`config.mk`:
```
export PLATFORM = sky130hd
export DESIGN_NAME = pwm_motif_window_scanner
export DESIGN_NICKNAME = d
export VERILOG_FILES = /design/src/design/pwmscan_pkg.sv /design/src/design/pwm_motif_window_scanner.sv /design/src/design/pwmscan_cell.sv /design/src/design/pwmscan_score.sv
export SDC_FILE = /design/constraint.sdc
export NUM_CORES = 2
export LEC_CHECK = 0
export CELL_PAD_IN_SITES_DETAIL_PLACEMENT = 1
export CELL_PAD_IN_SITES_GLOBAL_PLACEMENT = 1
export CORE_MARGIN = 2
export CORE_UTILIZATION = 45
export DETAILED_ROUTE_END_ITERATION = 16
export DONT_BUFFER_PORTS = 1
export PLACE_DENSITY_LB_ADDON = 0.2
export RECOVER_POWER = 100
export SKIP_CTS_REPAIR_TIMING = 1
export SLEW_MARGIN = 20
export SYNTH_ARGS = -nofsm -noshare
export SYNTH_HDL_FRONTEND = slang
export SYNTH_SLANG_ARGS = --single-unit
```
`constraint.sdc`:
```
create_clock -name clock -period 12.9 [get_ports clock]
set_input_delay 0 -clock clock [delete_from_list [all_inputs] [get_ports clock]]
set_output_delay 0 -clock clock [all_outputs]
set_load 0.05 [all_outputs]
```
`src/design/pwmscan_pkg.sv`:
```
package pwmscan_pkg;

   localparam int MAX_MOTIF_LEN_DEF = 32;
   localparam int WEIGHT_BITS_DEF   = 16;
   localparam int POS_BITS_DEF      = 16;

   localparam int SCORE_W   = 21;
   localparam int HIT_POS_W = 16;
   localparam int SCORE_MAX = 1048575;
   localparam int SCORE_MIN = -1048576;

   typedef logic [2:0] base_code_type;

   localparam base_code_type CODE_A    = 3'd0;
   localparam base_code_type CODE_C    = 3'd1;
   localparam base_code_type CODE_G    = 3'd2;
   localparam base_code_type CODE_T    = 3'd3;
   localparam base_code_type CODE_NONE = 3'd4;

   localparam logic [7:0] CHAR_A = 8'h41;
   localparam logic [7:0] CHAR_C = 8'h43;
   localparam logic [7:0] CHAR_G = 8'h47;
   localparam logic [7:0] CHAR_T = 8'h54;

   localparam logic KIND_WEIGHT = 1'b0;
   localparam logic KIND_CHAR   = 1'b1;

   localparam logic CSR_MOTIF_LENGTH  = 1'b0;
   localparam logic CSR_HIT_THRESHOLD = 1'b1;

   // control for one base cell of the window ring
   typedef struct packed {
      logic advance;
      logic clear;
   } cell_ctl_type;

   // control for the weight store and score accumulator
   typedef struct packed {
      logic clear;
      logic rd_en;
      logic wr_en;
   } score_ctl_type;

   function automatic base_code_type base_code(input logic [7:0] ch);
      base_code_type code;
      unique case (ch)
         CHAR_A:  code = CODE_A;
         CHAR_C:  code = CODE_C;
         CHAR_G:  code = CODE_G;
         CHAR_T:  code = CODE_T;
         default: code = CODE_NONE;
      endcase
      return code;
   endfunction

endpackage

```
`src/design/pwm_motif_window_scanner.sv`:
```
// Position weight matrix scanner for DNA text. Weight items (kind 0) load one
// signed Q7.8 entry of the 4 x MAX_MOTIF_LEN table. A character item shifts its
// base into the window ring; if the sequence does not yet hold motif_length
// bases no window is scored, otherwise the block stalls requests through a
// sweep, a flush and a finish step: the ring of base cells rotates once past a
// single tap, at most one weight is read from the table per step, then the
// flush step waits for the last read and the finish step compares and posts the
// hit. A hit waits in the output register; if that register is still full when
// the next hit is ready, the block holds until it is taken. Hits carry the
// 1-based window start (65535 once the position counter saturates) and the score
// saturated to 21 bits, while the threshold compare uses the full sum.
module pwm_motif_window_scanner #(
   parameter int MAX_MOTIF_LEN = pwmscan_pkg::MAX_MOTIF_LEN_DEF,
   parameter int WEIGHT_BITS   = pwmscan_pkg::WEIGHT_BITS_DEF,
   parameter int POS_BITS      = pwmscan_pkg::POS_BITS_DEF
) (
   input  logic                                  clock,
   input  logic                                  reset,
   input  logic                                  req_valid,
   output logic                                  req_stall,
   input  logic                                  req_kind,
   input  logic [4:0]                            req_weight_offset,
   input  logic [1:0]                            req_weight_base,
   input  logic signed [15:0]                    req_weight_value,
   input  logic [7:0]                            req_seq_char,
   input  logic                                  req_seq_start,
   output logic                                  rsp_valid,
   input  logic                                  rsp_stall,
   output logic [pwmscan_pkg::HIT_POS_W-1:0]     rsp_hit_position,
   output logic signed [pwmscan_pkg::SCORE_W-1:0] rsp_hit_score,
   input  logic                                  csr_write_enable,
   input  logic                                  csr_index,
   input  logic [pwmscan_pkg::SCORE_W-1:0]       csr_write_data
);

   localparam int OFF_W  = (MAX_MOTIF_LEN > 1) ? $clog2(MAX_MOTIF_LEN) : 1;
   localparam int ADDR_W = OFF_W + 2;
   localparam int LEN_W  = $clog2(MAX_MOTIF_LEN + 1);
   localparam int SUM_W  = WEIGHT_BITS + LEN_W;
   localparam int CMP_W  = (SUM_W > pwmscan_pkg::SCORE_W) ? SUM_W : pwmscan_pkg::SCORE_W;

   localparam logic [OFF_W-1:0]    STEP_LAST = OFF_W'(MAX_MOTIF_LEN - 1);
   localparam logic [POS_BITS-1:0] POS_MAX   = '1;
   localparam logic signed [32:0]  W_MAX     = (33'sd1 <<< (WEIGHT_BITS - 1)) - 33'sd1;
   localparam logic signed [32:0]  W_MIN     = -W_MAX - 33'sd1;
   localparam logic signed [CMP_W-1:0] S_MAX = CMP_W'(pwmscan_pkg::SCORE_MAX);
   localparam logic signed [CMP_W-1:0] S_MIN = CMP_W'(pwmscan_pkg::SCORE_MIN);

   localparam logic [1:0] ST_IDLE   = 2'd0;
   localparam logic [1:0] ST_SWEEP  = 2'd1;
   localparam logic [1:0] ST_FLUSH  = 2'd2;
   localparam logic [1:0] ST_FINISH = 2'd3;

   logic [1:0]                 state_ff, state_in;
   logic [OFF_W-1:0]           step_ff, step_in;
   logic [5:0]                 motif_length_ff;
   logic signed [pwmscan_pkg::SCORE_W-1:0] threshold_ff;
   logic [POS_BITS-1:0]        chars_seen_ff, chars_seen_in;
   logic [pwmscan_pkg::HIT_POS_W-1:0] pos_ff, pos_in;
   logic                       rsp_valid_ff, rsp_valid_in;
   logic [pwmscan_pkg::HIT_POS_W-1:0] rsp_pos_ff;
   logic signed [pwmscan_pkg::SCORE_W-1:0] rsp_score_ff;

   logic                       req_accept, char_accept, weight_accept;
   logic                       rsp_take, rsp_load;
   logic [LEN_W-1:0]           act_len;
   logic [POS_BITS-1:0]        pos_calc;
   logic                       window_full;
   logic                       in_window;
   logic [OFF_W-1:0]           rd_offset;
   logic signed [32:0]         weight_wide, weight_clamped;
   logic signed [WEIGHT_BITS-1:0] weight_sat;
   logic signed [SUM_W-1:0]    score;
   logic signed [CMP_W-1:0]    score_wide, threshold_wide, score_sat;
   logic                       hit;

   pwmscan_pkg::base_code_type new_code;
   pwmscan_pkg::base_code_type ring [MAX_MOTIF_LEN];
   pwmscan_pkg::base_code_type tap;
   pwmscan_pkg::score_ctl_type score_ctl;
   logic [ADDR_W-1:0]          rd_addr, wr_addr;

   assign req_stall     = (state_ff != ST_IDLE);
   assign req_accept    = req_valid && !req_stall;
   assign char_accept   = req_accept && (req_kind == pwmscan_pkg::KIND_CHAR);
   assign weight_accept = req_accept && (req_kind == pwmscan_pkg::KIND_WEIGHT);
   assign rsp_take      = rsp_valid_ff && !rsp_stall;

   // configuration
   always_ff @(posedge clock) begin
      if (reset) begin
         motif_length_ff <= 6'd32;
         threshold_ff    <= '0;
      end else if (csr_write_enable) begin
         unique case (csr_index)
            pwmscan_pkg::CSR_MOTIF_LENGTH:  motif_length_ff <= csr_write_data[5:0];
            pwmscan_pkg::CSR_HIT_THRESHOLD: threshold_ff    <= csr_write_data;
            default: ;
         endcase
      end
   end

   always_comb begin
      if (motif_length_ff == '0) begin
         act_len = LEN_W'(1);
      end else if (32'(motif_length_ff) > 32'(MAX_MOTIF_LEN)) begin
         act_len = LEN_W'(MAX_MOTIF_LEN);
      end else begin
         act_len = LEN_W'(motif_length_ff);
      end
   end

   // position counter for the current sequence
   always_comb begin
      if (req_seq_start) begin
         chars_seen_in = POS_BITS'(1);
      end else if (chars_seen_ff == POS_MAX) begin
         chars_seen_in = chars_seen_ff;
      end else begin
         chars_seen_in = chars_seen_ff + 1'b1;
      end
      window_full = 33'(chars_seen_in) >= 33'(act_len);
      pos_calc    = chars_seen_in - POS_BITS'(act_len) + 1'b1;
      if (chars_seen_in == POS_MAX || 33'(pos_calc) > 33'(16'hFFFF)) begin
         pos_in = 16'hFFFF;
      end else begin
         pos_in = 16'(pos_calc);
      end
   end

   always_ff @(posedge clock) begin
      if (reset) begin
         chars_seen_ff <= '0;
      end else if (char_accept) begin
         chars_seen_ff <= chars_seen_in;
      end
   end

   always_ff @(posedge clock) begin
      if (char_accept) begin
         pos_ff <= pos_in;
      end
   end

   // window ring: shifts on a new base, rotates once around during the sweep
   assign new_code = pwmscan_pkg::base_code(req_seq_char);
   assign tap      = ring[MAX_MOTIF_LEN-1];

   for (genvar k = 0; k < MAX_MOTIF_LEN; k++) begin : g_ring
      pwmscan_pkg::cell_ctl_type  cctl;
      pwmscan_pkg::base_code_type prev;
      if (k == 0) begin : g_head
         assign prev       = char_accept ? new_code : ring[MAX_MOTIF_LEN-1];
         assign cctl.clear = 1'b0;
      end else begin : g_body
         assign prev       = ring[k-1];
         assign cctl.clear = char_accept && req_seq_start;
      end
      assign cctl.advance = char_accept || (state_ff == ST_SWEEP);
      pwmscan_cell u_cell (
         .clock    (clock),
         .reset    (reset),
         .ctl      (cctl),
         .code_in  (prev),
         .code_out (ring[k])
      );
   end

   // weight load with saturation to the table width
   always_comb begin
      weight_wide = 33'(req_weight_value);
      if (weight_wide > W_MAX) begin
         weight_clamped = W_MAX;
      end else if (weight_wide < W_MIN) begin
         weight_clamped = W_MIN;
      end else begin
         weight_clamped = weight_wide;
      end
      weight_sat = WEIGHT_BITS'(weight_clamped);
   end

   // step s of the sweep sees window index MAX-1-s, motif offset s+len-MAX
   assign in_window = (32'(step_ff) + 32'(act_len)) >= 32'(MAX_MOTIF_LEN);
   assign rd_offset = OFF_W'(32'(step_ff) + 32'(act_len) - 32'(MAX_MOTIF_LEN));
   assign rd_addr   = {rd_offset, tap[1:0]};
   assign wr_addr   = {OFF_W'(req_weight_offset), req_weight_base};

   assign score_ctl.clear = char_accept;
   assign score_ctl.rd_en = (state_ff == ST_SWEEP) && in_window &&
                            (tap != pwmscan_pkg::CODE_NONE);
   assign score_ctl.wr_en = weight_accept &&
                            (32'(req_weight_offset) < 32'(MAX_MOTIF_LEN));

   pwmscan_score #(
      .MAX_MOTIF_LEN (MAX_MOTIF_LEN),
      .WEIGHT_BITS   (WEIGHT_BITS)
   ) u_score (
      .clock   (clock),
      .reset   (reset),
      .ctl     (score_ctl),
      .rd_addr (rd_addr),
      .wr_addr (wr_addr),
      .wr_data (weight_sat),
      .score   (score)
   );

   always_comb begin
      score_wide     = CMP_W'(score);
      threshold_wide = CMP_W'(threshold_ff);
      hit            = score_wide > threshold_wide;
      if (score_wide > S_MAX) begin
         score_sat = S_MAX;
      end else if (score_wide < S_MIN) begin
         score_sat = S_MIN;
      end else begin
         score_sat = score_wide;
      end
   end

   // sequencer
   always_comb begin
      state_in = state_ff;
      step_in  = step_ff;
      rsp_load = 1'b0;
      unique case (state_ff)
         ST_IDLE: begin
            step_in = '0;
            if (char_accept && window_full) begin
               state_in = ST_SWEEP;
            end
         end
         ST_SWEEP: begin
            step_in = step_ff + 1'b1;
            if (step_ff == STEP_LAST) begin
               state_in = ST_FLUSH;
            end
         end
         ST_FLUSH: begin
            state_in = ST_FINISH;
         end
         ST_FINISH: begin
            if (!hit) begin
               state_in = ST_IDLE;
            end else if (!rsp_valid_ff || !rsp_stall) begin
               rsp_load = 1'b1;
               state_in = ST_IDLE;
            end
         end
         default: state_in = ST_IDLE;
      endcase
   end

   always_comb begin
      rsp_valid_in = rsp_valid_ff;
      if (rsp_load) begin
         rsp_valid_in = 1'b1;
      end else if (rsp_take) begin
         rsp_valid_in = 1'b0;
      end
   end

   always_ff @(posedge clock) begin
      if (reset) begin
         state_ff     <= ST_IDLE;
         step_ff      <= '0;
         rsp_valid_ff <= 1'b0;
      end else begin
         state_ff     <= state_in;
         step_ff      <= step_in;
         rsp_valid_ff <= rsp_valid_in;
      end
   end

   always_ff @(posedge clock) begin
      if (rsp_load) begin
         rsp_pos_ff   <= pos_ff;
         rsp_score_ff <= pwmscan_pkg::SCORE_W'(score_sat);
      end
   end

   assign rsp_valid        = rsp_valid_ff;
   assign rsp_hit_position = rsp_pos_ff;
   assign rsp_hit_score    = rsp_score_ff;

   a_sweep_ends: assert property (@(posedge clock) disable iff (reset)
      (state_ff == ST_SWEEP && step_ff == STEP_LAST) |=> (state_ff == ST_FLUSH))
      else $error("sweep did not end after the last step");

   a_read_in_sweep: assert property (@(posedge clock) disable iff (reset)
      score_ctl.rd_en |-> (state_ff == ST_SWEEP) && !score_ctl.wr_en)
      else $error("weight read outside the sweep or alongside a write");

   a_hit_from_finish: assert property (@(posedge clock) disable iff (reset)
      $rose(rsp_valid_ff) |-> $past(state_ff) == ST_FINISH)
      else $error("result posted outside the finish step");

   a_finish_order: assert property (@(posedge clock) disable iff (reset)
      (state_ff == ST_FINISH) |-> ($past(state_ff) == ST_FLUSH ||
                                   $past(state_ff) == ST_FINISH))
      else $error("finish reached without flushing the last read");

endmodule

```
`src/design/pwmscan_cell.sv`:
```
module pwmscan_cell (
   input  logic                      clock,
   input  logic                      reset,
   input  pwmscan_pkg::cell_ctl_type ctl,
   input  pwmscan_pkg::base_code_type code_in,
   output pwmscan_pkg::base_code_type code_out
);

   pwmscan_pkg::base_code_type code_ff;
   pwmscan_pkg::base_code_type code_in_next;

   always_comb begin
      code_in_next = code_ff;
      if (ctl.advance) begin
         code_in_next = ctl.clear ? pwmscan_pkg::CODE_NONE : code_in;
      end
   end

   always_ff @(posedge clock) begin
      if (reset) begin
         code_ff <= pwmscan_pkg::CODE_NONE;
      end else begin
         code_ff <= code_in_next;
      end
   end

   assign code_out = code_ff;

endmodule

```
`src/design/pwmscan_score.sv`:
```
module pwmscan_score #(
   parameter int MAX_MOTIF_LEN = pwmscan_pkg::MAX_MOTIF_LEN_DEF,
   parameter int WEIGHT_BITS   = pwmscan_pkg::WEIGHT_BITS_DEF,
   localparam int OFF_W  = (MAX_MOTIF_LEN > 1) ? $clog2(MAX_MOTIF_LEN) : 1,
   localparam int ADDR_W = OFF_W + 2,
   localparam int SUM_W  = WEIGHT_BITS + $clog2(MAX_MOTIF_LEN + 1)
) (
   input  logic                          clock,
   input  logic                          reset,
   input  pwmscan_pkg::score_ctl_type    ctl,
   input  logic [ADDR_W-1:0]             rd_addr,
   input  logic [ADDR_W-1:0]             wr_addr,
   input  logic signed [WEIGHT_BITS-1:0] wr_data,
   output logic signed [SUM_W-1:0]       score
);

   localparam int DEPTH = MAX_MOTIF_LEN * 4;

   logic signed [WEIGHT_BITS-1:0] weight_mem [DEPTH];
   logic signed [WEIGHT_BITS-1:0] rdata_ff;
   logic                          rd_valid_ff;
   logic signed [SUM_W-1:0]       acc_ff;

   always_ff @(posedge clock) begin
      if (ctl.wr_en) begin
         weight_mem[wr_addr] <= wr_data;
      end
      if (ctl.rd_en) begin
         rdata_ff <= weight_mem[rd_addr];
      end
   end

   always_ff @(posedge clock) begin
      if (reset) begin
         rd_valid_ff <= 1'b0;
      end else begin
         rd_valid_ff <= ctl.rd_en;
      end
   end

   always_ff @(posedge clock) begin
      if (ctl.clear) begin
         acc_ff <= '0;
      end else if (rd_valid_ff) begin
         acc_ff <= acc_ff + SUM_W'(rdata_ff);
      end
   end

   assign score = acc_ff;

endmodule

```
# [Word level (Yosys, flattened, before mapping)]
# Memories as Yosys holds them, arrays and structs flattened. A register that Yosys moved wholly into a read port is not among the register bits.
# Cells that the tools add are included.
[totals] ff_bits=223 latchBits=0 ram_bits=2048 romBits=0 n_memories=1
[memory_table] memory="u_score.weight_mem" words=128 width=16 rd=1 rd_clocked_by_memory_dff=1 wr=1 line="pwmscan_score.sv:19" source="logic signed [WEIGHT_BITS-1:0] weight_mem [DEPTH];"
[op_classes] add_sub_neg=7 n_mul=0 div=0 n_lt_le_gt_ge=8 eq_ne=14 shift=0 n_mux=53 bitwise_logic=2 n_reduce_logical=21
[ops] op="3-bit 2-to-1 mux" n=32
[ops] op="16-bit 2-to-1 mux" n=4
[ops] op="16-bit by 1-bit adder with 16-bit output (second input constant)" n=2
[ops] op="16-bit == test (second input constant)" n=2
[ops] op="8-bit by 7-bit == test with 1-bit output (second input constant)" n=4
[ops] op="22-bit by 16-bit adder with 22-bit output" n=1
[ops] op="22-bit by 21-bit greater-than comparator with 1-bit output" n=1
[ops] op="22-bit by 21-bit greater-than comparator with 1-bit output (second input constant)" n=1
[ops] op="22-bit by 21-bit < comparator with 1-bit output (second input constant)" n=1
[ops] op="21-bit 2-to-1 mux" n=1
[ops] op="16-bit by 6-bit greater-or-equal comparator with 1-bit output" n=1
[ops] op="16-bit greater-than comparator (second input constant)" n=1
[ops] op="16-bit < comparator (second input constant)" n=1
[ops] op="16-bit by 6-bit subtractor with 16-bit output" n=1
[ops] op="6-bit 2-to-1 mux" n=2
[ops] op="3-bit one-hot mux with 4 select lines" n=1
[ops] op="5-bit one-hot mux with 2 select lines" n=1
[ops] op="1-bit logical AND" n=8
[ops] op="2-bit 2-to-1 mux" n=4
[ops] op="2-bit one-hot mux with 4 select lines" n=1
[ops] op="5-bit by 6-bit adder with 7-bit output" n=1
[ops] op="7-bit by 6-bit greater-or-equal comparator with 1-bit output (second input constant)" n=1
[ops] op="1-bit 2-to-1 mux" n=7
[ops] op="6-bit greater-than comparator (second input constant)" n=1
[ops] op="other kinds (16)" n=25

# [Logic depth before layout (Yosys ltp)]
[logic_depth] depth_word=7 ltp_mapped=22 depth_no_buf=20

# [Cells and area by module]
# A second synthesis with hierarchy kept.
[hier_totals] cells_unflattened=4699 hier_area_um2=90987.3
[modules_own_cells] module="pwmscan_score" instances=1 cells_each=3575 area_per_inst_um2=80669.9 seq_area_each_um2=62439.9
[modules_own_cells] module="pwm_motif_window_scanner" instances=1 cells_each=740 area_per_inst_um2=6433.7 seq_area_each_um2=2612.5
[modules_own_cells] module="pwmscan_cell" instances=32 cells_each=12 area_per_inst_um2=121.4 seq_area_each_um2=60.1

# [Least setup slack after synthesis]
# OpenSTA, ideal clock, no wires.
[synth_timing] path_type="register to register" startpoint="reg chars_seen_ff[0]" endpoint="reg pos_ff[13] in the netlist's numbering (data pin)" t_arrival_ps=4049 t_required_ps=12636 setup_slack_ps=8587 stages_incl_launch_ff=23 synth_period_minus_slack_ps=4313 cell_sequence="dfxtp_1 ha_1 buf_2 nand3_1 nor4_4 buf_2 mux2i_1 or2_1 inv_1 ha_1 inv_1 ha_1 inv_1 fa_1 nor2_1 nor2_1 o211ai_1 o21ba_2 nor4b_2 o41ai_1 a21boi_0 o21a_1 o21ai_1"
[synth_via] elab_chain_cells=5 word_cells_on_any_way=7
[synth_rtl] item="start, declared" line="pwm_motif_window_scanner.sv:58" source="logic [POS_BITS-1:0] chars_seen_ff, chars_seen_in;"
[synth_rtl] item="start signal, assigned" line="pwm_motif_window_scanner.sv:135" source="chars_seen_ff <= chars_seen_in;"
[synth_rtl] item="16-bit by 1-bit adder with 16-bit output or 16-bit == test (tied branches)" line="pwm_motif_window_scanner.sv:120, pwm_motif_window_scanner.sv:117"
[synth_rtl] item="16-bit 2-to-1 mux (*)" line="pwm_motif_window_scanner.sv:117" source="end else if (chars_seen_ff == POS_MAX) begin"
[synth_rtl] item="16-bit 2-to-1 mux (*)" line="pwm_motif_window_scanner.sv:115" source="if (req_seq_start) begin"
[synth_rtl] item="via chars_seen_in[1]" line="pwm_motif_window_scanner.sv:58"
[synth_rtl] item="16-bit by 6-bit subtractor with 16-bit output" line="pwm_motif_window_scanner.sv:123" source="pos_calc = chars_seen_in - POS_BITS'(act_len) + 1'b1;"
[synth_rtl] item="16-bit by 1-bit adder with 16-bit output" line="pwm_motif_window_scanner.sv:123"
[synth_rtl] item="end signal, assigned" line="pwm_motif_window_scanner.sv:141" source="pos_ff <= pos_in;"
[synth_rtl] item="end, declared" line="pwm_motif_window_scanner.sv:59" source="logic [pwmscan_pkg::HIT_POS_W-1:0] pos_ff, pos_in;"
# Mark *: on every way through the listed nets, which the timed path passes. The rest lies on a longest branch.
# A chain may end at the register's enable or synchronous reset.

# [Final worst setup path]
[layout_timing] startpoint="reg g_ring[31].u_cell.code_ff[0]" endpoint="reg u_score.rdata_ff[12] (read register of u_score.weight_mem) (data pin)"
[layout_via] elab_chain_cells=2
[layout_rtl] item="start, declared" line="pwmscan_cell.sv:9" source="pwmscan_pkg::base_code_type code_ff;"
[layout_rtl] item="start signal, assigned" line="pwmscan_cell.sv:21" source="code_ff <= pwmscan_pkg::CODE_NONE;"
[layout_rtl] item="start signal, assigned" line="pwmscan_cell.sv:23" source="code_ff <= code_in_next;"
[layout_rtl] item="3-bit != test" line="pwm_motif_window_scanner.sv:190" source="(tap != pwmscan_pkg::CODE_NONE);"
[layout_rtl] item="1-bit logical AND" line="pwm_motif_window_scanner.sv:189" source="assign score_ctl.rd_en = (state_ff == ST_SWEEP) && in_window &&"
[layout_rtl] item="end, declared" line="pwmscan_score.sv:20" source="logic signed [WEIGHT_BITS-1:0] rdata_ff;"
# Parallel ways exist; a longest one is shown, timed or not.

==> metrics <==
status=finished, violations left; failing checks=negative hold slack, max-capacitance violations, max-slew violations; leak pwr=30.9 nW; xor and xnor area share after synthesis=0.360%; WP data arrival=8.04 ns; number of warnings issued by yosys=0; CTS tree=built; grt ovf=0; max cap viols=45; Routed WL=230 mm; Setup crit end kind=flip-flop; largest net degree at the start of global routing=144; DP Worst Slack=7.39 ns; most frequent cells after synthesis=edfxtp_1 (2,117), mux4_2 (672), nand2_1 (339), nor2_1 (249), dfxtp_1 (170); vias in the first global route=45,400; crit-path max FO=between 40 and 50; core area=around 200,000 sq um; first-pass GRT wire length=between 300 and 400 mm; length in cells of the worst reg-to-reg path=7; post-synth cell types=62; final worst slack=5.48 ns; area share of the largest cell type after synthesis=70.6%; WL per Instance=30.2 um; worst hold path type=input pin to flip-flop; vias per cell=between 5 and 6; Post-Layout Inst Area=102,000 sq um; antenna-violating nets left=0; CP startpoint kind=flip-flop; Slew @ Worst Pin=6.71 ns; top-count cell post-synth=edfxtp_1; final period utilization=57.5%; Synth Register Bits=2,287; sequential share of the synthesized area=74.4%; Num CTS Buffers=230; total track usage=22.4%; Post-Synth Simple-Gate Area=3.44%; DRT iter0 DRCs=5,006; row count=164; CP cell instances=buf_4 > buf_4 > clkbuf_1 > mux4_2 > mux4_2 > mux4_2 > mux2_2; main flop type after synthesis=edfxtp_1; Crit Path Category=flip-flop to flip-flop; DRC violations left=0; CTS Buffer Depth=3; Synth Area in Compound Gates=1.92%; Final Hold Viols=1; clk root buf=clkbuf_16; ranking of synthesized cells by area=edfxtp_1 (71%), mux4_2 (17%), dfxtp_1 (3.8%); CP startpoint=g_ring[31].u_cell.code_out[0]; Die Span Y=around 450 um; clk_skew=0.0250 ns; Peak VDD IR=135 uV; reg2reg end=u_score.rdata_ff[12]; TritonCTS Sinks=~2,300; # setup viols final=0; RSZ-0062 raised after global routing=no; maximum clock rate=0.135 GHz; Port-buffer cells=0; Die W=451 um; adder-cell share of the synthesized area=1.31%; Syn Area/Cell=20.1 sq um; fin crit period=7.42 ns; R2R setup slack=5.48 ns; H-tree depth=4; critical path endpoint=u_score.rdata_ff[12]; CP max-delay cell=clkbuf_1; clk_lat worst skew=0.87 ns; fin. max-slew vios=2,738; post-DP HPWL=129 mm; starting density of the core=45.2%; via count=approximately 45,000; GP Congestion=0.793; Setup TNS=0 ns; CP max stage delay=2.73 ns; Cells after Synth=around 4,500; Rel. slew slack=-347%; worst hold margin=-0.0208 ns; asr flop ratio synth=0%; Fillers=17,600; layout cells sized above 1=21.3%; main combinational cell family by area after synthesis=multiplexers; first-pass iteration count of the detailed router=5; Worst-path clk slew=about 0.060 ns; PwrDens=152 nW/um^2; Area Growth Syn to Fin=13.2%; Critical R2R Launch=g_ring[31].u_cell.code_out[0]; Die ar.=204,000 sq um; EDFF count, synth=2,117; mux contribution to synthesized area=17.2%; Post-Syn Area=90,100 sq um; post-synth top area cell=edfxtp_1; syn_nets=4,624; Area after DPL=between 90,000 and 100,000 sq um; layout net count=slightly below 5,000; WP data required=13.52 ns; Crit path top cell by count=mux4_2; antenna violations before repair=23; I/O pin total=a little under 100
## critical path: cells and delay by family, from the launching register on
family	cells	cell delay, ns
buffers and inverters	3	4.10
flip-flops	1	0.80
multiplexers	4	2.13
## sequential cells by signal, indices dropped and copies added (netlist names)
register	flops
u_score.weight_mem	2048
g_ring.u_cell.code_out	96
u_score.score	22
rsp_hit_score	21
threshold_ff	21
chars_seen_ff	16
pos_ff	16
rsp_hit_position	16
u_score.rdata_ff	16
motif_length_ff	6
step_ff	5
state_ff	2
rsp_valid	1
u_score.rd_valid_ff	1
## kinds of logic (layout without fill, tap and decap cells)
group	count (synthesis)	after routing
compound gates	295	295
xor+xnor	37	37
fa+ha+maj	92	92
buf+inv	317	797
flops	2287	2287
mux	705	705
other cells	0	9
simple gates	739	739
## power breakdown
| part | total [W] | internal [W] | switching, W | leakage, nW |
|---|---|---|---|---|
| registers | 0.00822 | 0.00819 | 0.0000329 | 20.4 |
| logic | 0.000658 | 0.000190 | 0.000468 | 6.88 |
| clock network | 0.00667 | 0.00387 | 0.00281 | 3.64 |
| total | 0.0156 | 0.0122 | 0.00331 | 30.9 |
## how the worst min path moves through the flow
stage	start	endpoint	slack, ns	depth (start not counted)
after floorplan	reset	g_ring[2].u_cell.code_out[2]	0.13	2
after global placement	reset	g_ring[31].u_cell.code_out[0]	0.08	1
after detailed placement	reset	g_ring[0].u_cell.code_out[0]	0.09	1
after CTS	reset	chars_seen_ff[7]	-0.87	1
after global routing	req_seq_start	pos_ff[2]	0.002	6
final	req_seq_start	pos_ff[2]	-0.02	6
## per-layer routing
| layer | up-vias | track usage, % | share of wire, % |
|---|---|---|---|
| met4 | 6 | 6.16 | 2.6 |
| met5 | - | 0 | 0.015 |
| met3 | 301 | 3.74 | 6.5 |
| met1 | 24300 | 32.9 | 43 |
| li1 | 18800 | - | - |
| met2 | 1554 | 35.0 | 48 |
## cell usage in the layout, fill, tap and decap left out, types with 27 or more instances in the layout
cell and instances:
clkbuf_1 220, nand2_1 338, mux4_2 672, clkinv_2 41
edfxtp_1 2117, ha_1 87, a21oi_1 146, clkbuf_16 235
bufinv_16 27, dfxtp_1 168, clkinv_1 42, o21ai_0 58
inv_1 73, dlygate4sd3_1 113, nand3_1 58, nor2_1 242
## metrics by stage
stage / power, W / hold WS [ns] / utilization (%) / cells
floorplan: 0.00872 / 0.130 / - / 4472
global placement: 0.00884 / 0.0813 / 47.1 / 7050
detailed placement: 0.00885 / 0.0857 / 47.1 / 7050
CTS: 0.0155 / -0.867 / 50.8 / 7477
global route: 0.0160 / 0.00189 / 51.2 / 7614
finish: 0.0156 / -0.0208 / 51.2 / 7617
## layout make-up
| class | instances | area (sq um) | share of cell area [%] |
|---|---|---|---|
| Tap cell | 2656 | 3320 | 3.26 |
| Clock inverter | 133 | 1390 | 1.36 |
| Multi-Input combinational cell | 1868 | 21900 | 21.5 |
| Sequential cell | 2287 | 67000 | 65.7 |
| Inverter | 73 | 274 | 0.269 |
| Antenna cell | 9 | 22.5 | 0.0221 |
| Timing Repair Buffer | 297 | 1990 | 1.96 |
| Clock buffer | 294 | 6100 | 5.98 |
No activity file was read; power rests on OpenSTA's default activity.
